$ cat src/sv/sijb_ram.sv
// Generic single-port-write, single-port-read RAM with registered read data.
`default_nettype none

module sijb_ram #(
    parameter int WIDTH = 8,
    parameter int DEPTH = 16
) (
    input  wire logic                     clk,
    input  wire logic                     wr_en,
    input  wire logic [$clog2(DEPTH)-1:0] wr_addr,
    input  wire logic [WIDTH-1:0]         wr_data,
    input  wire logic                     rd_en,
    input  wire logic [$clog2(DEPTH)-1:0] rd_addr,
    output logic      [WIDTH-1:0]         rd_data
);

    logic [WIDTH-1:0] mem [DEPTH];

    always_ff @(posedge clk)
    begin
        if (wr_en)
        begin
            mem[wr_addr] <= wr_data;
        end
        if (rd_en)
        begin
            rd_data <= mem[rd_addr];
        end
    end

endmodule

`default_nettype wire

$ cat config.mk
export PLATFORM = sky130hd
export DESIGN_NAME = sijb_ram
export DESIGN_NICKNAME = d
export VERILOG_FILES = /design/src/sv/sijb_ram.sv
export SDC_FILE = /design/constraint.sdc
export NUM_CORES = 1
export LEC_CHECK = 0
export ABC_AREA = 1
export BUFFER_PORTS_ARGS = -buffer_cell sky130_fd_sc_hd__clkbuf_2
export CAP_MARGIN = 0
export CORE_ASPECT_RATIO = 1.75
export CORE_UTILIZATION = 60
export CTS_BUF_LIST = sky130_fd_sc_hd__clkbuf_4
export DETAILED_ROUTE_END_ITERATION = 10
export PLACE_DENSITY = 0.77
export RECOVER_POWER = 25
export SYNTH_ARGS = -nofsm -noshare
export SYNTH_HDL_FRONTEND = slang
export SYNTH_SLANG_ARGS = --single-unit
$ cat constraint.sdc
create_clock -name clk -period 2.55 [get_ports clk]
set_clock_uncertainty 0.1 [all_clocks]
set_input_delay 0.255 -clock clk [delete_from_list [all_inputs] [get_ports clk]]
set_output_delay 0.255 -clock clk [all_outputs]
set_load 0.01 [all_outputs]
==> reports/qor.csv, run 1 <==
metric,value,unit
overflow,0,
ios,27,
grt_pass1_wl,19100,um
synth_area_leaders,"edfxtp_1 (70%), nand2_1 (11%), nand3_1 (8.3%)",
endpoint,rd_data[5],
cp.required,2190,ps
avgSynthCellArea,10.6,um2
arrival,1040,ps
ant_nets,0,
cap_viol_max_count,0,
cpLargestDelayFamily,flip-flops,
synth_ff_type,edfxtp_1,
cp_cell_sequence,clkbuf_2,
clock_sink_count,136,
finalCritPeriodShare,0.547,
cts_root_buffer,clkbuf_4,
start_kind,register,
grt_use_total,0.263,
rsz0062_at_grt,false,
hold_ws,75.4,ps
critPathMaxFanout,1,
viasPerCell,5.34,
irDropWorstVdd,0.484,mV
grt_pass1_vias,3757,
synth-edff-count,136,
min_path_type,in -> reg,
final_cells,712,
stdcell_area,6270,um2
dp_hpwl,7410,um
gp_congestion,0.937,
antenna_found_initial,1,
critical_path_depth,1,
synth_cell_types,11,
totalWireLength,11800,um
cp_num_buf_inv,1,
crit_path_end_kind,output pin,
relSlewSlack,0.382,
clk_pin_slew,120,ps
fin_setup_tns,0,ps
ys_seq_elements,136,
cts.repair.resized,0,
synthArstFlopShare,0,
cts_buffers,17,
drt_first_pass_iters,5,
rows,47,
placedCellCount,679,
max_freq,716,MHz
synth.largest_area_cell,edfxtp_1,
report.final.slew_viol_count,0,
io_buffers,26,
drive_gt1_frac,0.0951,
fp.coreArea,9470,um2
drtIter0Drc,345,
die_y,133,um
dieArea,10200,um2
worstHoldStart,rd_addr[3],
cts_buffer_depth,2,
wl_per_cell,16.5,um
setup_viol_count_final,0,
slowest_delay,390,ps
yosysTopAreaCellShare,0.698,
rr_worst_depth,6,
outcome,"finished, final reports clean",
worst_pin_slew,927,ps
fin_nets,596,
synth_fp_nets,570,
start_util,0.618,
hold_violations,0,
fillerInstances,757,
fin_util,0.663,
synthCells,551,
cellLeakagePower,0.00268,uW
slowest_stage,edfxtp_1,
clock_latency,520,ps
die_w,76.6,um
worst-r2r-setup-slack,1260,ps
tritoncts,yes,
vias,3804,
yosys-top-cells-count,"nand2_1 (173), edfxtp_1 (136), inv_1 (100), nand3_1 (97), nor2_1 (17)",
drc_errors,0,
yosysWarnings,0,
fin_crit,1400,ps
htreeDepth,4,
synth_seq_area_share,0.698,
rr_endpoint,rd_data[0]$_DFFE_PP_,
syn_area,5850,um2
area_growth,7.32,%
dpl_cell_area,6010,um2
power_density,657,nW/um2
worstSetupPathType,reg -> out,
yosysMostFrequentCell,nand2_1,
grt_max_degree,65,
crit_start,rd_data[5]$_DFFE_PP_,
timing.rr.start,mem[7][0]$_DFFE_PP_,
-- layout make-up --
type	instances	area, um2	share of cell area
Antenna cell	1	2.50	0.000399
Clock buffer	17	128	0.0203
Clock inverter	14	135	0.0215
Inverter	102	383	0.0610
Multi-Input combinational cell	289	1210	0.193
Sequential cell	136	4080	0.651
Tap cell	122	153	0.0243
Timing Repair Buffer	31	176	0.0281
-- metrics by stage --
stage / setup WS, ps / total power, uW
final: 1150 / 4120
after global routing: 1070 / 4280
after CTS: 1100 / 4150
after detailed placement: 784 / 2870
after global placement: 834 / 2860
after floorplan: 1240 / 2760
-- how the worst min path moves through the flow --
stage,slack (ps),to,cells past startpoint
6_report,80,rd_data[0]$_DFFE_PP_,3
5_1_grt,50,rd_data[0]$_DFFE_PP_,3
4_1_cts,30,rd_data[0]$_DFFE_PP_,3
3_5_place_dp,520,rd_data[3]$_DFFE_PP_,1
3_3_place_gp,510,rd_data[3]$_DFFE_PP_,1
2_1_floorplan,250,mem[0][0]$_DFFE_PP_,0
-- logic make-up (layout without fill, tap and decap cells) --
logic type,Yosys count,after routing,share of synthesized area
buf+inv,126,164,0.0939
other cells,0,1,0
flops,136,136,0.698
simple gates,289,289,0.208
-- timing repair --
item                       4_1_cts  5_1_grt
hold buffers                     1        0
setup buffers                    0        0
setup endpoints to repair        0        0
hold endpoints to repair         8        0
-- registers in the layout (all words and copies together), names as in the netlist --
signal   count
mem        128
rd_data      8
-- report_power, final --
| group | total, uW | internal [uW] | leakage [uW] | switching, uW |
|---|---|---|---|---|
| registers | 2530 | 2520 | 0.00124 | 11.8 |
| clock network | 1310 | 563 | 0.000134 | 742 |
| logic | 293 | 80.0 | 0.00131 | 213 |
-- layer usage --
layer | vias to the layer above | share of wire | global-route usage
met2 | 181 | 0.51 | 0.409
met1 | 1749 | 0.38 | 0.317
met5 | - | 0 | 0
met3 | 43 | 0.062 | 0.0648
li1 | 1831 | - | -
met4 | 0 | 0.055 | 0.199
-- cell usage in the layout (no fill, tap or decap), drive strengths merged --
| cell | n |
|---|---|
| nand2 | 173 |
| edfxtp | 136 |
| inv | 102 |
| nand3 | 97 |
| clkbuf | 43 |
| nor2 | 17 |
| clkinv | 8 |
| clkinvlp | 4 |
| buf | 4 |
| nand3b | 2 |
| bufinv | 2 |
| diode | 1 |
| dlygate4sd3 | 1 |
Power figures use the tool's default switching activity.
==> inputs of run 2 (changes only) <==
--- a/config.mk
+++ b/config.mk
@@ -9,7 +9,7 @@
 export BUFFER_PORTS_ARGS = -buffer_cell sky130_fd_sc_hd__clkbuf_2
 export CAP_MARGIN = 0
 export CORE_ASPECT_RATIO = 1.75
-export CORE_UTILIZATION = 60
+export CORE_UTILIZATION = 57
 export CTS_BUF_LIST = sky130_fd_sc_hd__clkbuf_4
 export DETAILED_ROUTE_END_ITERATION = 10
 export PLACE_DENSITY = 0.77
==> constraint.sdc (replaced) <==
create_clock -name clk -period 1.2 [get_ports clk]
set_clock_uncertainty 0.1 [all_clocks]
set_input_delay 0.12 -clock clk [delete_from_list [all_inputs] [get_ports clk]]
set_output_delay 0.12 -clock clk [all_outputs]
set_load 0.01 [all_outputs]
==> run 2 against run 1 <==
The run now ends with negative setup slack left; combinational power rose to 2.7 times the previous value; critical path depth unchanged; wire length rose by 11%; worst hold slack got worse by 27 ps; sequential share of layout area is 5.5 points lower; total power grew 120%; global-route usage up 0.34 points; critical path type unchanged; critical endpoint is now rd_data[3].
==> reports/qor.csv, run 2 (synthesized netlist as in run 1, its figures left out) <==
metric,value,unit,change
min_path_type,in -> reg,,unchanged
htreeDepth,4,,unchanged
rows,48,,was 47
outcome,"complete, but fails checks",,"was finished, final reports clean"
fin_util,0.692,,was 0.663
fin_crit,1260,ps,
ant_nets,0,,unchanged
grt_max_degree,48,,was 65
cts_buffers,17,,unchanged
regMostFlops,mem,,unchanged
cap_viol_max_count,0,,unchanged
drc_errors,0,,unchanged
grt_pass1_vias,3990,,was 3757
area_growth,17.3,%,was 7.32%
drtIter0Drc,311,,was 345
critical_path_depth,1,,unchanged
hold_violations,0,,unchanged
irDropWorstVdd,1.19,mV,was 0.484 mV
slowest_delay,390,ps,about the same
gp_congestion,0.908,,was 0.937
antenna_found_initial,1,,unchanged
fin_nets,629,,was 596
hold_end,rd_data[3]$_DFFE_PP_,,was rd_data[0]$_DFFE_PP_
cp.required,980,ps,was 2190 ps
critPathMaxFanout,1,,unchanged
finalCritPeriodShare,1.05,,
start_kind,register,,unchanged
drive_gt1_frac,0.215,,was 0.0951
fp.coreArea,9910,um2,was 9470 um2
rsz0062_at_grt,true,,was false
worstHoldStart,rd_addr[2],,was rd_addr[3]
final_common_cell,nand2_1,,unchanged
totalWireLength,13000,um,was 11800 um
tritoncts,yes,,unchanged
clk_pin_slew,110,ps,was 120 ps
grt_use_total,0.267,,was 0.263
cts_root_buffer,clkbuf_4,,unchanged
cpLargestDelayFamily,flip-flops,,unchanged
relSlewSlack,0.383,,was 0.382
cts_buffer_depth,2,,unchanged
dp_hpwl,8320,um,was 7410 um
top_regs,"mem: 128 flops, rd_data: 8 flops",,unchanged
die_w,78.6,um,was 76.6 um
worst-r2r-setup-slack,-40,ps,was 1260 ps
cp_cell_sequence,clkbuf_2,,unchanged
timing.rr.start,mem[7][6]$_DFFE_PP_,,was mem[7][0]$_DFFE_PP_
fin_ws,-64.0,ps,was 1150 ps
fin_setup_tns,-412,ps,was 0 ps
io_buffers,26,,unchanged
dieArea,10700,um2,was 10200 um2
largest_register_ffs,128,,unchanged
drt_first_pass_iters,5,,unchanged
overflow,0,,unchanged
die_y,136,um,was 133 um
clock_sink_count,136,,unchanged
cellLeakagePower,0.00295,uW,was 0.00268 uW
violations,negative setup slack,,
hold_path_depth,4,,was 3
clock_latency,520,ps,about the same
crit_path_end_kind,output pin,,unchanged
grt_pass1_wl,20500,um,was 19100 um
max_freq,791,MHz,
worstSetupPathType,reg -> out,,unchanged
report.final.slew_viol_count,0,,unchanged
rr_endpoint,rd_data[6]$_DFFE_PP_,,was rd_data[0]$_DFFE_PP_
rr_worst_depth,6,,unchanged
power_density,1300,nW/um2,was 657 nW/um2
arrival,1040,ps,about the same
final_cell_mix,"nand2_1 (164), edfxtp_1 (136), inv_1 (98)",,"was nand2_1 (173), edfxtp_1 (136), inv_1 (100)"
vias,3972,,was 3804
slowest_stage,edfxtp_1,,unchanged
wl_per_cell,17.4,um,was 16.5 um
setup_viol_count_final,12,,was 0
viasPerCell,5.31,,was 5.34
dp_slack,-280,ps,was 784 ps
cp_num_buf_inv,1,,unchanged
start_util,0.590,,was 0.618
worst_pin_slew,925,ps,was 927 ps
ios,27,,unchanged
## run 2: cell count changes in the layout (fill, tap and decap cells not counted), moves of 8 or more
cell           delta
nand3_1          -49
nand3_2          +47
buf_4            +13
nand2_1           -9
nand2_2           +9
dlygate4sd3_1     +8
## run 2: cell type report
type | instances | area, um2
Sequential cell | 136 | 4080
Fill cell | 731 | 3050
Multi-Input combinational cell | 289 | 1500
Timing Repair Buffer | 64 | 485
Inverter | 102 | 387
Tap cell | 125 | 156
Clock buffer | 18 | 135
Clock inverter | 13 | 113
Antenna cell | 1 | 2.50
## run 2: per-layer routing
layer	GRT usage	vias up	part of all wire
met5	0	-	0
met4	0.135	0	0.038
met3	0.0510	35	0.053
met2	0.483	152	0.54
met1	0.293	1878	0.37
li1	-	1907	-
## run 2: what timing repair did
action / CTS / global route
setup buffers: 0 / 3
hold buffers: 9 / 0
hold endpoints to repair: 121 / 0
pin swaps: 18 / 32
endpoints found under the setup margin: 16 / 16
gates resized for setup: 24 / 40
## run 2: through the flow
| stage | hold WS [ps] | instance area, um2 | cells | power [uW] |
|---|---|---|---|---|
| 6_report | 48.8 | 6860 | 748 | 8900 |
| 5_1_grt | 21.0 | 6860 | 748 | 9200 |
| 4_1_cts | 11.3 | 6690 | 744 | 8870 |
| 3_5_place_dp | 397 | 6240 | 704 | 6160 |
| 3_3_place_gp | 400 | 6240 | 704 | 6140 |
| 2_1_floorplan | 119 | 5850 | 551 | 5860 |
## run 2: where the power goes
part	switching [uW]	internal (uW)	total, uW
sequential	26.7	5340	5370
combinational	533	271	804
clock	1530	1200	2720
total	2090	6810	8900
## run 2: worst max-delay path by stage
stage                         start                    to  slack [ps]
5_1_grt        rd_data[3]$_DFFE_PP_            rd_data[3]        -130
4_1_cts        rd_data[2]$_DFFE_PP_            rd_data[2]        -110
2_1_floorplan            wr_addr[3]   mem[4][0]$_DFFE_PP_          30
6_report       rd_data[3]$_DFFE_PP_            rd_data[3]         -60
3_3_place_gp             rd_addr[0]  rd_data[6]$_DFFE_PP_        -230
3_5_place_dp             rd_addr[0]  rd_data[3]$_DFFE_PP_        -280
